`src/design/bub_pkg.sv`:
```
// Shared types and constants for the upper-bound Bellman backup block.
package bub_pkg;

  localparam int VAL_W     = 32;  // Q16.16 values
  localparam int PROB_W    = 17;  // unsigned Q1.16 probability / discount
  localparam int ACC_W     = 56;  // Q24.32 accumulator
  localparam int IDX_W     = 4;   // reported action index
  localparam int LO_W      = 32;  // low part of accumulator for the discount pass
  localparam int HI_W      = ACC_W - LO_W;
  localparam int MUL_A_W   = 33;
  localparam int MUL_B_W   = 18;
  localparam int MUL_P_W   = MUL_A_W + MUL_B_W;
  localparam int RND_W     = 17;  // (lo * d + half) >> 32 fits here
  localparam int Q_W       = 43;  // reward + discounted sum before saturation
  localparam int CFG_ADDR_W = 3;
  localparam int CFG_DATA_W = 32;

  localparam logic [PROB_W-1:0] DISCOUNT_RESET = 17'd62259;

  // register index decode: paddr[2]
  localparam logic CFG_IDX_DISCOUNT = 1'b0;

  typedef enum logic [2:0] {
    ST_IDLE,
    ST_PROD,
    ST_ACCUM,
    ST_MUL_LO,
    ST_MUL_HI,
    ST_QSUM,
    ST_UPDATE
  } state_t;

  typedef enum logic [1:0] {
    MS_OUTCOME,
    MS_LO,
    MS_HI
  } mul_sel_t;

  typedef struct packed {
    logic     in_ready;
    logic     load;
    logic     mul_en;
    mul_sel_t mul_sel;
    logic     acc_en;
    logic     rnd_en;
    logic     q_en;
    logic     upd_en;
  } ctrl_t;

endpackage

```
`src/design/bub_if.sv`:
```
// Item channel interfaces: outcome input and backup result.
interface bub_in_if;
  logic                                valid;
  logic                                ready;
  logic                                outcome_present;
  logic        [bub_pkg::PROB_W-1:0]   outcome_prob;
  logic signed [bub_pkg::VAL_W-1:0]    successor_bound;
  logic signed [bub_pkg::VAL_W-1:0]    action_reward;
  logic signed [bub_pkg::VAL_W-1:0]    old_node_bound;
  logic                                last_outcome;
  logic                                last_action;

  modport source (output valid, outcome_present, outcome_prob, successor_bound,
                  action_reward, old_node_bound, last_outcome, last_action,
                  input ready);
  modport sink   (input valid, outcome_present, outcome_prob, successor_bound,
                  action_reward, old_node_bound, last_outcome, last_action,
                  output ready);
endinterface

interface bub_out_if;
  logic                              valid;
  logic                              ready;
  logic signed [bub_pkg::VAL_W-1:0]  q_value;
  logic        [bub_pkg::IDX_W-1:0]  action_index;
  logic                              node_done;
  logic signed [bub_pkg::VAL_W-1:0]  node_bound;
  logic        [bub_pkg::IDX_W-1:0]  best_action;

  modport source (output valid, q_value, action_index, node_done, node_bound,
                  best_action, input ready);
  modport sink   (input valid, q_value, action_index, node_done, node_bound,
                  best_action, output ready);
endinterface

```
`src/design/bellman_upper_bound_backup_top.sv`:
```
// Top level: upper-bound Bellman backup with max-Q tracking per node.
//
//  channel | dir | handshake          | carries
//  --------+-----+--------------------+---------------------------------------
//  in_ch   | in  | valid/ready        | one successor outcome
//  out_ch  | out | valid/ready        | Q of a finished action, node bound
//  cfg     | in  | psel/penable/pready| discount register at byte address 0
//
//  An outcome that does not close its action goes through accept, product and
//  accumulate; an outcome with last_outcome then goes through the low and high
//  products of sum * discount, Q sum and update, plus any wait for the output
//  register. The single 33x18 multiplier runs the outcome, low and high products.
//  Reset (synchronous, rst_n low) clears the sequencer, the accumulator, the
//  node tracking and the output valid; discount returns to 0.95.
//  The output register lets the block take the next item while a result waits;
//  a second result stalls in the update step until the first is taken.
module bellman_upper_bound_backup_top #(
  parameter int MAX_ACTIONS  = 16,
  parameter int MAX_OUTCOMES = 16
) (
  input  logic                              clk,
  input  logic                              rst_n,
  bub_in_if.sink                            in_ch,
  bub_out_if.source                         out_ch,
  input  logic                              psel,
  input  logic                              penable,
  input  logic                              pwrite,
  input  logic [bub_pkg::CFG_ADDR_W-1:0]    paddr,
  input  logic [bub_pkg::CFG_DATA_W-1:0]    pwdata,
  output logic [bub_pkg::CFG_DATA_W-1:0]    prdata,
  output logic                              pready
);
  import bub_pkg::*;

  // action counter and outcome counter widths
  localparam int AW = (MAX_ACTIONS > 1) ? $clog2(MAX_ACTIONS) : 1;
  localparam int OW = $clog2(MAX_OUTCOMES + 1);

  localparam logic signed [VAL_W-1:0] VAL_MAX = {1'b0, {(VAL_W-1){1'b1}}};
  localparam logic signed [VAL_W-1:0] VAL_MIN = {1'b1, {(VAL_W-1){1'b0}}};
  localparam logic signed [ACC_W-1:0] ACC_MAX = {1'b0, {(ACC_W-1){1'b1}}};
  localparam logic signed [ACC_W-1:0] ACC_MIN = {1'b1, {(ACC_W-1){1'b0}}};
  localparam logic [MUL_P_W-1:0]      RND_HALF = MUL_P_W'(64'h8000_0000);

  ctrl_t             ctrl;
  logic [PROB_W-1:0] discount;
  logic              out_free;

  // captured item
  logic              add_en_r;
  logic [PROB_W-1:0] prob_r;
  logic signed [VAL_W-1:0] sb_r;
  logic signed [VAL_W-1:0] reward_r;
  logic signed [VAL_W-1:0] oldb_r;
  logic              last_out_r;
  logic              last_act_r;

  // accumulation and per-node state
  logic signed [ACC_W-1:0] sum_r;
  logic [OW-1:0]           ocnt_r;
  logic [AW-1:0]           acnt_r;
  logic signed [VAL_W-1:0] best_val_r;
  logic [AW-1:0]           best_idx_r;
  logic                    best_vld_r;

  // discount pipeline
  logic [RND_W-1:0]        rnd_r;
  logic signed [VAL_W-1:0] q_r;

  // output register
  logic                    out_valid_r;
  logic signed [VAL_W-1:0] q_out_r;
  logic [IDX_W-1:0]        aidx_out_r;
  logic                    done_out_r;
  logic signed [VAL_W-1:0] nb_out_r;
  logic [IDX_W-1:0]        best_out_r;

  // shared multiplier operands
  logic signed [MUL_A_W-1:0] mul_a;
  logic signed [MUL_B_W-1:0] mul_b;
  logic signed [MUL_P_W-1:0] mul_p_r;

  logic signed [ACC_W:0]   sum_wide;
  logic signed [ACC_W-1:0] sum_sat;
  logic [MUL_P_W-1:0]      rnd_sum;
  logic signed [Q_W-1:0]   q_wide;
  logic signed [VAL_W-1:0] q_sat;
  logic                    better;
  logic signed [VAL_W-1:0] nbest_val;
  logic [AW-1:0]           nbest_idx;
  logic signed [VAL_W-1:0] node_bound;
  logic [AW+IDX_W-1:0]     acnt_ext;
  logic [AW+IDX_W-1:0]     bidx_ext;

  bub_cfg u_cfg (
    .clk      (clk),
    .rst_n    (rst_n),
    .psel     (psel),
    .penable  (penable),
    .pwrite   (pwrite),
    .paddr    (paddr),
    .pwdata   (pwdata),
    .prdata   (prdata),
    .pready   (pready),
    .discount (discount)
  );

  assign out_free = !out_valid_r || out_ch.ready;

  bub_ctrl u_ctrl (
    .clk          (clk),
    .rst_n        (rst_n),
    .in_valid     (in_ch.valid),
    .last_outcome (last_out_r),
    .out_free     (out_free),
    .ctrl         (ctrl)
  );

  assign in_ch.ready = ctrl.in_ready;

  // operand select for the shared multiplier
  always_comb begin
    case (ctrl.mul_sel)
      MS_LO: begin
        mul_a = signed'({1'b0, sum_r[LO_W-1:0]});
        mul_b = signed'({1'b0, discount});
      end
      MS_HI: begin
        mul_a = MUL_A_W'(signed'(sum_r[ACC_W-1:LO_W]));
        mul_b = signed'({1'b0, discount});
      end
      default: begin
        mul_a = MUL_A_W'(sb_r);
        mul_b = signed'({1'b0, prob_r});
      end
    endcase
  end

  bub_mul u_mul (
    .clk (clk),
    .en  (ctrl.mul_en),
    .a   (mul_a),
    .b   (mul_b),
    .p_r (mul_p_r)
  );

  // saturating accumulate of prob * bound
  always_comb begin
    sum_wide = (ACC_W+1)'(sum_r) + (ACC_W+1)'(mul_p_r);
    if (sum_wide[ACC_W] != sum_wide[ACC_W-1]) begin
      sum_sat = sum_wide[ACC_W] ? ACC_MIN : ACC_MAX;
    end else begin
      sum_sat = sum_wide[ACC_W-1:0];
    end
  end

  // low half rounded (tie toward +inf), then Q = reward + hi*d + round
  assign rnd_sum = mul_p_r + RND_HALF;

  always_comb begin
    q_wide = Q_W'(mul_p_r) + Q_W'(signed'({1'b0, rnd_r})) + Q_W'(reward_r);
    if (q_wide > Q_W'(VAL_MAX)) begin
      q_sat = VAL_MAX;
    end else if (q_wide < Q_W'(VAL_MIN)) begin
      q_sat = VAL_MIN;
    end else begin
      q_sat = q_wide[VAL_W-1:0];
    end
  end

  // best-Q tracking; first action of a node always wins, ties keep earlier
  always_comb begin
    better    = !best_vld_r || (q_r > best_val_r);
    nbest_val = better ? q_r : best_val_r;
    nbest_idx = better ? acnt_r : best_idx_r;
    node_bound = (oldb_r < nbest_val) ? oldb_r : nbest_val;
    acnt_ext  = {{IDX_W{1'b0}}, acnt_r};
    bidx_ext  = {{IDX_W{1'b0}}, nbest_idx};
  end

  always_ff @(posedge clk) begin
    if (ctrl.load) begin
      prob_r     <= in_ch.outcome_prob;
      sb_r       <= in_ch.successor_bound;
      reward_r   <= in_ch.action_reward;
      oldb_r     <= in_ch.old_node_bound;
      last_out_r <= in_ch.last_outcome;
      last_act_r <= in_ch.last_action;
      add_en_r   <= in_ch.outcome_present && (ocnt_r < OW'(MAX_OUTCOMES));
    end
    if (ctrl.rnd_en) begin
      rnd_r <= rnd_sum[LO_W +: RND_W];
    end
    if (ctrl.q_en) begin
      q_r <= q_sat;
    end
    if (ctrl.upd_en) begin
      q_out_r    <= q_r;
      aidx_out_r <= acnt_ext[IDX_W-1:0];
      done_out_r <= last_act_r;
      nb_out_r   <= last_act_r ? node_bound : '0;
      best_out_r <= last_act_r ? bidx_ext[IDX_W-1:0] : '0;
    end
  end

  always_ff @(posedge clk) begin
    if (!rst_n) begin
      sum_r       <= '0;
      ocnt_r      <= '0;
      acnt_r      <= '0;
      best_val_r  <= VAL_MIN;
      best_idx_r  <= '0;
      best_vld_r  <= 1'b0;
      out_valid_r <= 1'b0;
    end else begin
      if (ctrl.load && (ocnt_r < OW'(MAX_OUTCOMES))) begin
        ocnt_r <= ocnt_r + OW'(1);
      end
      if (ctrl.acc_en && add_en_r) begin
        sum_r <= sum_sat;
      end
      if (ctrl.upd_en) begin
        sum_r  <= '0;
        ocnt_r <= '0;
        if (last_act_r) begin
          acnt_r     <= '0;
          best_val_r <= VAL_MIN;
          best_idx_r <= '0;
          best_vld_r <= 1'b0;
        end else begin
          acnt_r     <= (acnt_r == AW'(MAX_ACTIONS - 1)) ? '0 : acnt_r + AW'(1);
          best_val_r <= nbest_val;
          best_idx_r <= nbest_idx;
          best_vld_r <= 1'b1;
        end
      end
      if (ctrl.upd_en) begin
        out_valid_r <= 1'b1;
      end else if (out_ch.ready) begin
        out_valid_r <= 1'b0;
      end
    end
  end

  assign out_ch.valid        = out_valid_r;
  assign out_ch.q_value      = q_out_r;
  assign out_ch.action_index = aidx_out_r;
  assign out_ch.node_done    = done_out_r;
  assign out_ch.node_bound   = nb_out_r;
  assign out_ch.best_action  = best_out_r;

endmodule

```
`src/design/bub_mul.sv`:
```
// Shared signed multiplier with registered product.
module bub_mul (
  input  logic                                clk,
  input  logic                                en,
  input  logic signed [bub_pkg::MUL_A_W-1:0]  a,
  input  logic signed [bub_pkg::MUL_B_W-1:0]  b,
  output logic signed [bub_pkg::MUL_P_W-1:0]  p_r
);
  import bub_pkg::*;

  logic signed [MUL_P_W-1:0] p_nxt;

  assign p_nxt = MUL_P_W'(a) * MUL_P_W'(b);

  always_ff @(posedge clk) begin
    if (en) begin
      p_r <= p_nxt;
    end
  end
endmodule

```
`src/design/bub_cfg.sv`:
```
// APB-style register file: discount factor.
module bub_cfg (
  input  logic                               clk,
  input  logic                               rst_n,
  input  logic                               psel,
  input  logic                               penable,
  input  logic                               pwrite,
  input  logic [bub_pkg::CFG_ADDR_W-1:0]     paddr,
  input  logic [bub_pkg::CFG_DATA_W-1:0]     pwdata,
  output logic [bub_pkg::CFG_DATA_W-1:0]     prdata,
  output logic                               pready,
  output logic [bub_pkg::PROB_W-1:0]         discount
);
  import bub_pkg::*;

  logic [PROB_W-1:0] discount_r;
  logic              wr_en;
  logic              hit;

  assign pready   = 1'b1;
  assign hit      = (paddr[2] == CFG_IDX_DISCOUNT);
  assign wr_en    = psel && penable && pwrite && hit;
  assign discount = discount_r;
  assign prdata   = hit ? CFG_DATA_W'(discount_r) : '0;

  always_ff @(posedge clk) begin
    if (!rst_n) begin
      discount_r <= DISCOUNT_RESET;
    end else if (wr_en) begin
      discount_r <= pwdata[PROB_W-1:0];
    end
  end
endmodule

```
`src/design/bub_ctrl.sv`:
```
// Sequencer: steps one item through the shared multiplier.
module bub_ctrl (
  input  logic            clk,
  input  logic            rst_n,
  input  logic            in_valid,
  input  logic            last_outcome,
  input  logic            out_free,
  output bub_pkg::ctrl_t  ctrl
);
  import bub_pkg::*;

  state_t state_r;
  state_t state_nxt;

  always_ff @(posedge clk) begin
    if (!rst_n) begin
      state_r <= ST_IDLE;
    end else begin
      state_r <= state_nxt;
    end
  end

  always_comb begin
    state_nxt = state_r;
    unique case (state_r)
      ST_IDLE:   if (in_valid) state_nxt = ST_PROD;
      ST_PROD:   state_nxt = ST_ACCUM;
      ST_ACCUM:  state_nxt = last_outcome ? ST_MUL_LO : ST_IDLE;
      ST_MUL_LO: state_nxt = ST_MUL_HI;
      ST_MUL_HI: state_nxt = ST_QSUM;
      ST_QSUM:   state_nxt = ST_UPDATE;
      ST_UPDATE: if (out_free) state_nxt = ST_IDLE;
      default:   state_nxt = ST_IDLE;
    endcase
  end

  always_comb begin
    ctrl = '0;
    ctrl.mul_sel = MS_OUTCOME;
    unique case (state_r)
      ST_IDLE: begin
        ctrl.in_ready = 1'b1;
        ctrl.load     = in_valid;
      end
      ST_PROD: begin
        ctrl.mul_en = 1'b1;
      end
      ST_ACCUM: begin
        ctrl.acc_en = 1'b1;
      end
      ST_MUL_LO: begin
        ctrl.mul_en  = 1'b1;
        ctrl.mul_sel = MS_LO;
      end
      ST_MUL_HI: begin
        ctrl.mul_en  = 1'b1;
        ctrl.mul_sel = MS_HI;
        ctrl.rnd_en  = 1'b1;
      end
      ST_QSUM: begin
        ctrl.q_en = 1'b1;
      end
      ST_UPDATE: begin
        ctrl.upd_en = out_free;
      end
      default: ctrl = '0;
    endcase
  end
endmodule

```
`src/flat_wrapper.sv`:
```
// flat-port wrapper written by rule: the top's interface ports become plain ports
module bellman_upper_bound_backup_top_flat import bub_pkg::*;
#(
  parameter int MAX_ACTIONS  = 16,
  parameter int MAX_OUTCOMES = 16
)
  (clk, rst_n, psel, penable, pwrite, paddr, pwdata, prdata, pready, in_ch_valid, in_ch_outcome_present, in_ch_outcome_prob, in_ch_successor_bound, in_ch_action_reward, in_ch_old_node_bound, in_ch_last_outcome, in_ch_last_action, in_ch_ready, out_ch_valid, out_ch_q_value, out_ch_action_index, out_ch_node_done, out_ch_node_bound, out_ch_best_action, out_ch_ready);
  bub_in_if in_ch_i ();
  bub_out_if out_ch_i ();
  input  logic clk;
  input  logic rst_n;
  input  logic psel;
  input  logic penable;
  input  logic pwrite;
  input  logic [bub_pkg::CFG_ADDR_W-1:0] paddr;
  input  logic [bub_pkg::CFG_DATA_W-1:0] pwdata;
  output logic [bub_pkg::CFG_DATA_W-1:0] prdata;
  output logic pready;
  input wire logic [$bits(in_ch_i.valid)-1:0] in_ch_valid;
  input wire logic [$bits(in_ch_i.outcome_present)-1:0] in_ch_outcome_present;
  input wire logic [$bits(in_ch_i.outcome_prob)-1:0] in_ch_outcome_prob;
  input wire logic [$bits(in_ch_i.successor_bound)-1:0] in_ch_successor_bound;
  input wire logic [$bits(in_ch_i.action_reward)-1:0] in_ch_action_reward;
  input wire logic [$bits(in_ch_i.old_node_bound)-1:0] in_ch_old_node_bound;
  input wire logic [$bits(in_ch_i.last_outcome)-1:0] in_ch_last_outcome;
  input wire logic [$bits(in_ch_i.last_action)-1:0] in_ch_last_action;
  output wire logic [$bits(in_ch_i.ready)-1:0] in_ch_ready;
  output wire logic [$bits(out_ch_i.valid)-1:0] out_ch_valid;
  output wire logic [$bits(out_ch_i.q_value)-1:0] out_ch_q_value;
  output wire logic [$bits(out_ch_i.action_index)-1:0] out_ch_action_index;
  output wire logic [$bits(out_ch_i.node_done)-1:0] out_ch_node_done;
  output wire logic [$bits(out_ch_i.node_bound)-1:0] out_ch_node_bound;
  output wire logic [$bits(out_ch_i.best_action)-1:0] out_ch_best_action;
  input wire logic [$bits(out_ch_i.ready)-1:0] out_ch_ready;
  assign in_ch_i.valid = in_ch_valid;
  assign in_ch_i.outcome_present = in_ch_outcome_present;
  assign in_ch_i.outcome_prob = in_ch_outcome_prob;
  assign in_ch_i.successor_bound = in_ch_successor_bound;
  assign in_ch_i.action_reward = in_ch_action_reward;
  assign in_ch_i.old_node_bound = in_ch_old_node_bound;
  assign in_ch_i.last_outcome = in_ch_last_outcome;
  assign in_ch_i.last_action = in_ch_last_action;
  assign in_ch_ready = in_ch_i.ready;
  assign out_ch_valid = out_ch_i.valid;
  assign out_ch_q_value = out_ch_i.q_value;
  assign out_ch_action_index = out_ch_i.action_index;
  assign out_ch_node_done = out_ch_i.node_done;
  assign out_ch_node_bound = out_ch_i.node_bound;
  assign out_ch_best_action = out_ch_i.best_action;
  assign out_ch_i.ready = out_ch_ready;
  bellman_upper_bound_backup_top #(.MAX_ACTIONS(MAX_ACTIONS), .MAX_OUTCOMES(MAX_OUTCOMES)) u_core (.clk(clk), .rst_n(rst_n), .in_ch(in_ch_i), .out_ch(out_ch_i), .psel(psel), .penable(penable), .pwrite(pwrite), .paddr(paddr), .pwdata(pwdata), .prdata(prdata), .pready(pready));
endmodule
```
`config.mk`:
```
export PLATFORM = sky130hd
export DESIGN_NAME = bellman_upper_bound_backup_top_flat
export DESIGN_NICKNAME = d
export VERILOG_FILES = /design/src/design/bub_pkg.sv /design/src/design/bub_if.sv /design/src/design/bellman_upper_bound_backup_top.sv /design/src/design/bub_mul.sv /design/src/design/bub_cfg.sv /design/src/design/bub_ctrl.sv /design/src/flat_wrapper.sv
export SDC_FILE = /design/constraint.sdc
export NUM_CORES = 2
export LEC_CHECK = 0
export ABC_AREA = 1
export BUFFER_PORTS_ARGS = -buffer_cell sky130_fd_sc_hd__buf_2
export CORE_MARGIN = 8
export CORE_UTILIZATION = 40
export DETAILED_ROUTE_END_ITERATION = 6
export GPL_TIMING_DRIVEN = 0
export MAX_ROUTING_LAYER = met4
export PLACE_DENSITY = 0.62
export SLEW_MARGIN = 20
export SYNTH_ARGS = -nofsm -noshare
export SYNTH_HDL_FRONTEND = slang
export SYNTH_SLANG_ARGS = --single-unit
```
`constraint.sdc`:
```
create_clock -name clk -period 15.9 [get_ports clk]
set_clock_uncertainty 0.05 [all_clocks]
set_input_delay 3.18 -clock clk [delete_from_list [all_inputs] [get_ports clk]]
set_output_delay 3.18 -clock clk [all_outputs]
set_load 0.02 [all_outputs]
```
Yosys cells after proc, flatten, opt, wreduce, memory -nomap -nowiden
Cells that the tools add are included.
{ "op_classes": {"n_shift": 0, "n_mul": 1, "n_reduce_logical": 16, "n_lt_le_gt_ge": 5, "mux": 27, "n_addsub": 6, "n_eq_ne": 12, "n_bitwise": 2, "div_mod_pow": 0} }
{ "op_table": {"columns": ["operator", "count"], "rows": [
  ["$mux 32", 4],
  ["$mux 56", 2],
  ["$pmux 33 s2", 1],
  ["$add 56x51->57", 1],
  ["$mul 33x18->51", 1],
  ["$add 49x32->49 const B", 1],
  ["$add 43x18->43", 1],
  ["$add 43x32->43", 1],
  ["$gt 43x32->1 const B", 1],
  ["$lt 43x32->1 const B", 1],
  ["$mux 17", 2],
  ["$gt 32x32->1", 1],
  ["$lt 32x32->1", 1],
  ["$pmux 3 s7", 1],
  ["$mux 4", 4],
  ["$eq 3x3->1 const B", 3],
  ["$mux 1", 8],
  ["$eq 3x2->1 const B", 2],
  ["$logic_and 1x1->1", 6],
  ["$mux 3", 2],
  ["$add 5x1->5 const B", 1],
  ["$lt 5x5->1 const B", 1],
  ["$add 4x1->4 const B", 1],
  ["$eq 4x4->1 const B", 1],
  ["15 further kinds", 21]
]} }
{ "word_totals": {"memories": 0, "ram_bits": 0, "latch_bits": 0, "output_inout_bits": 108, "regBits": 412, "inputBits": 158, "word_cells": 93, "rom_bits": 0} }

Logic depth before layout (Yosys ltp)
{ "logic_depth": {"depth_word": 6, "ltp_mapped": 39} }

Modules after synthesis
Synthesis repeated with hierarchy kept, for this count alone.
{ "hier_totals": {"hier_cells": 5682, "area_unflattened_um2": 46045.4} }
{ "modules_own_cells": {"columns": ["module", "cells_each", "area_per_inst_um2", "n_inst"], "rows": [
  ["bub_mul", 3152, 24041.8, 1],
  ["bellman_upper_bound_backup_top", 2345, 20753.7, 1],
  ["bub_cfg", 147, 1046.0, 1],
  ["bub_ctrl", 38, 203.9, 1]
]} }

Worst setup path before layout
OpenSTA, ideal clock, no wires.
{ "synth_timing": {"path_kind": "input to register", "startpoint": "input in_ch_valid", "endpoint": "register u_core.ocnt_r[4]", "arrival_ns": 12.729, "slack_ns": 3.065, "required_time_ns": 15.793, "path_buffers": 0, "cell_stages": 8, "cell_sequence": "inv_1 -> nor3_1 -> nand2_1 -> inv_1 -> nand3_1 -> o21ai_0 -> nand2_1 -> inv_1"} }
{ "synth_lines": {"columns": ["item", "line", "source"], "rows": [
  ["start: declaration", "flat_wrapper.sv:19", "input wire logic [$bits(in_ch_i.valid)-1:0] in_ch_valid;"],
  ["end signal: assignment", "bellman_upper_bound_backup_top.sv:217", "ocnt_r <= ocnt_r + OW'(1);"],
  ["end: declaration", "bellman_upper_bound_backup_top.sv:60", "logic [OW-1:0] ocnt_r;"]
]} }

Final worst setup path
{ "layout_timing": {"startpoint": "register u_core.u_ctrl.state_r[2]", "endpoint": "register u_core.u_mul.p_r[49] (netlist bit), data pin"} }
{ "layout_between": {"elab_chain_len": 6, "word_cells_on_any_way": 9, "cone_classes": "1 x mul; 4 x eq/ne; 3 x mux; 1 x reduce/logical"} }
{ "layout_lines": {"columns": ["item", "line", "source"], "rows": [
  ["start: declaration", "bub_ctrl.sv:12", "state_t state_r;"],
  ["start signal: assignment", "bub_ctrl.sv:19", "state_r <= state_nxt;"],
  ["$eq 3x3->1 or $eq 3x2->1 (tied branches)", "bub_ctrl.sv:40", "unique case (state_r)"],
  ["$pmux 2 s2 *", "bub_ctrl.sv:40", null],
  ["$eq 2x1->1 or $eq 2x2->1 (tied branches)", "bellman_upper_bound_backup_top.sv:123", "case (ctrl.mul_sel)"],
  ["$reduce_or 2->1 (no line)", null, null],
  ["$mux 17", "bellman_upper_bound_backup_top.sv:123", null],
  ["$mul 33x18->51 *", "bub_mul.sv:13", "assign p_nxt = MUL_P_W'(a) * MUL_P_W'(b);"],
  ["named net u_core.u_mul.p_nxt[49]", "bub_mul.sv:11", "logic signed [MUL_P_W-1:0] p_nxt;"],
  ["end signal: assignment", "bub_mul.sv:17", "p_r <= p_nxt;"],
  ["end: declaration", "bub_mul.sv:7", "output logic signed [bub_pkg::MUL_P_W-1:0] p_r"]
]} }
The timed path passes the listed nets; every way through them passes the cells marked *.
A chain may end at the register's enable or synchronous reset.

==> summary.md <==
| Metric | Value |
|---|---|
| Actual slew at the worst max-slew pin | `about 1.3 ns` |
| Largest cells by area after synthesis | `fa_1 26%, edfxtp_1 20%, ha_1 9.1%` |
| Ports | `around 270` |
| Slew margin rel. | `0.163` |
| Family with the most delay on the worst path | `adder cells` |
| Core Box Area | `105000 µm²` |
| Largest area contributor in the netlist | `fa_1` |
| DP Area | `about 46000 µm²` |
| Ratio of cells with drive above 1 in the final layout | `0.0955` |
| Setup Viol. Count Final | `0` |
| FILL cells | `about 10000` |
| Initial Util | `0.403` |
| CP Max Fanout | `10` |
| First-pass GRT wire length | `212000 µm` |
| Final #Nets | `6181` |
| Vias in the first global route | `approximately 35000` |
| Most frequent cells in the layout | `947 x inv_1, 822 x nand2_1, 556 x nor2_1` |
| Setup bufs post-CTS | `0` |
| Drt first pass iters | `6` |
| Clock sinks | `just over 400` |
| Clock tree buffer depth | `3` |
| Area Growth Syn to Fin | `12.0%` |
| Finished Cell Area | `between 40000 and 50000 µm²` |
| DR iter-0 viols | `2617` |
| Die area | `between 100000 and 150000 µm²` |
| Synth unique cells | `63` |
| Syn Area/Cell | `approximately 9 µm²` |
| RR Startpoint | `u_core.u_ctrl.state_r[2]` |
| Latest clock arrival within the worst-skew pair | `0.66 ns` |
| Cts hold-fix bufs | `0` |
| Vias | `around 34000` |
| Reg-to-reg endpoint | `u_core.u_mul.p_r[49]` |
| RSZ-0062 raised after global routing | `no` |
| CTS tree | `yes` |
| Critical Path End Type | `register` |
| Outcome | `completed` |
| Row cnt | `119` |
| Hold Path Class | `register to register` |
| Hpwl dp | `roughly 120000 µm` |
| Vias per cell | `around 5.2` |
| FF-to-FF path depth | `34` |
| Slew Limit Fails | `0` |
| Mapped Area | `approximately 42000 µm²` |
| Routed WL | `around 140000 µm` |
| Worst EP arrival | `~12 ns` |
| CP required | `~16 ns` |
| Ys Warns | `0` |
| FF+latch count, synth | `a little over 400` |
| Primary FF master, synth | `edfxtp_1` |
| Setup crit end | `u_core.u_mul.p_r[49]` |
| Post-Syn Instances | `~4800` |
| Remaining DRCs | `0` |
| Setup tns final | `0 ns` |
| Most common cell after layout, fill and taps aside | `inv_1` |
| Crit. path cell count | `34` |
| Crit-path slowest cell | `nor2_2` |
| Die Width | `~340 µm` |
| TritonCTS Buffers | `51` |
| Post-cts sizing count | `0` |
| IO Port Bufs | `231` |
| Hold Slack | `between 0.4 and 0.5 ns` |
| Core Util, Final | `0.452` |
| Kind of critical path | `register to register` |
| Total grt overflow | `0` |
| Crit-path max cell delay | `around 0.74 ns` |
| Fin. Hold Viols | `0` |
| CP Launch Type | `register` |
| Yosys top cell area share | `0.262` |
| GRT Overall Usage | `0.245` |
| H-Tree Depth | `2` |
| Post-synth EDFFs | `roughly 290` |
| Routed Antenna Nets | `0` |
| Max-capacitance violation count | `0` |
| Antenna violations before repair | `4` |
| CTS Root Cell | `clkbuf_16` |
| Clock slew at reported path FFs | `~0.06 ns` |
| R2R setup slack | `~4.5 ns` |
| Final Wtd Congestion | `about 1.0` |
| Die height | `342 µm` |
| CP dominant cell by count | `inv_1` |
| Tmin final | `~11 ns` |
| Wire per inst | `21.3 µm` |
| Asr flop ratio synth | `0` |
| Final period util | `0.718` |
| Largest net degree at the start of global routing | `29` |
| Max Freq | `just under 0.09 GHz` |
| CP Launch Point | `u_core.u_ctrl.state_r[2]` |
| Sequential share of the synthesized area | `0.262` |
| CP bufs+invs | `12` |
-- cells in the mapped netlist (all sizes together), types with 76 or more instances --
cell type	number
nand2	832
o21ai	190
ha	308
nor2	564
nand3	86
fa	555
inv	951
xnor2	76
a21oi	336
xor2	84
edfxtp	289
dfxtp	123
clkbuf	106
-- layer usage --
| layer | part of all wire | track usage | vias up |
|---|---|---|---|
| met5 | 0 | - | - |
| met4 | 0.049 | 0.0987 | 0 |
| met3 | 0.074 | 0.0423 | 294 |
| li1 | - | - | 15900 |
| met2 | 0.47 | 0.403 | 1214 |
| met1 | 0.40 | 0.300 | 16700 |
-- cell type report --
class	instances	area (µm²)	share of cell area
clock inverters	28	327	0.00687
plain buffers	160	813	0.0171
flip-flops and latches	412	11100	0.234
inverters	957	3590	0.0756
clock buffers	67	1460	0.0307
repair buffers	256	1440	0.0303
multi-input cells	3322	27000	0.568
well taps	1391	1740	0.0366
diodes	3	7.51	0.000158
-- registers in the layout, summed over array words and instances, names as in the netlist, 3 cells and up --
register and flops:
u_core.u_ctrl.state_r 3, u_core.u_cfg.discount 17, u_core.prob_r 17, u_core.best_idx_r 4
u_core.oldb_r 32, u_core.sum_r 56, u_core.u_mul.p_r 51, u_core.out_ch.action_index 4
u_core.out_ch.node_bound 32, u_core.out_ch.best_action 4, u_core.best_val_r 32, u_core.out_ch.q_value 32
u_core.sb_r 32, u_core.ocnt_r 5, u_core.acnt_r 4, u_core.q_r 32
u_core.reward_r 32, u_core.rnd_r 17
-- worst min-delay path by stage --
| stage | start | to | slack [ns] | depth (start not counted) |
|---|---|---|---|---|
| 2_1_floorplan | u_core.ocnt_r[3] | u_core.ocnt_r[3] | 0.37 | 1 |
| 6_report | u_core.ocnt_r[3] | u_core.ocnt_r[3] | 0.40 | 1 |
| 4_1_cts | u_core.last_act_r | u_core.out_ch.node_done | 0.40 | 0 |
| 3_5_place_dp | u_core.last_act_r | u_core.out_ch.node_done | 0.39 | 0 |
| 3_3_place_gp | u_core.best_idx_r[3] | u_core.best_idx_r[3] | 0.39 | 2 |
| 5_1_grt | u_core.ocnt_r[3] | u_core.ocnt_r[3] | 0.42 | 1 |
-- worst reg2reg max path, delay by kind of cell (launching register included) --
kind	cells	cell delay [ns]
AOI/OAI and AO/OA	7	2.00
DFF	1	0.49
adders and majority gates	7	3.58
and+or+nand+nor	7	1.79
buffers and inverters	12	3.09
xor gates and xnor gates	1	0.16
-- cell families (layout without fill, tap and decap cells) --
| logic type | after synthesis | in the layout | share of synthesized area |
|---|---|---|---|
| and+or+nand+nor | 1557 | 1557 | 0.146 |
| buffers and inverters | 1117 | 1468 | 0.104 |
| adders and majority gates | 863 | 863 | 0.352 |
| AOI/OAI and AO/OA | 725 | 725 | 0.101 |
| DFF | 412 | 412 | 0.262 |
| xor gates and xnor gates | 160 | 160 | 0.0337 |
| other | 2 | 19 | 0.000177 |
| muxes | 1 | 1 | 0.000236 |
-- through the flow --
stage                     instances  worst slack (ns)
after floorplan                4851              3.06
after global placement         6473             -3.77
after detailed placement       6498              4.65
after CTS                      6593              4.62
after global routing           6594              4.16
final                          6596              4.49
Power is not shown: default switching activity piles up to over one toggle a cycle in this logic, so the estimate is an artifact.
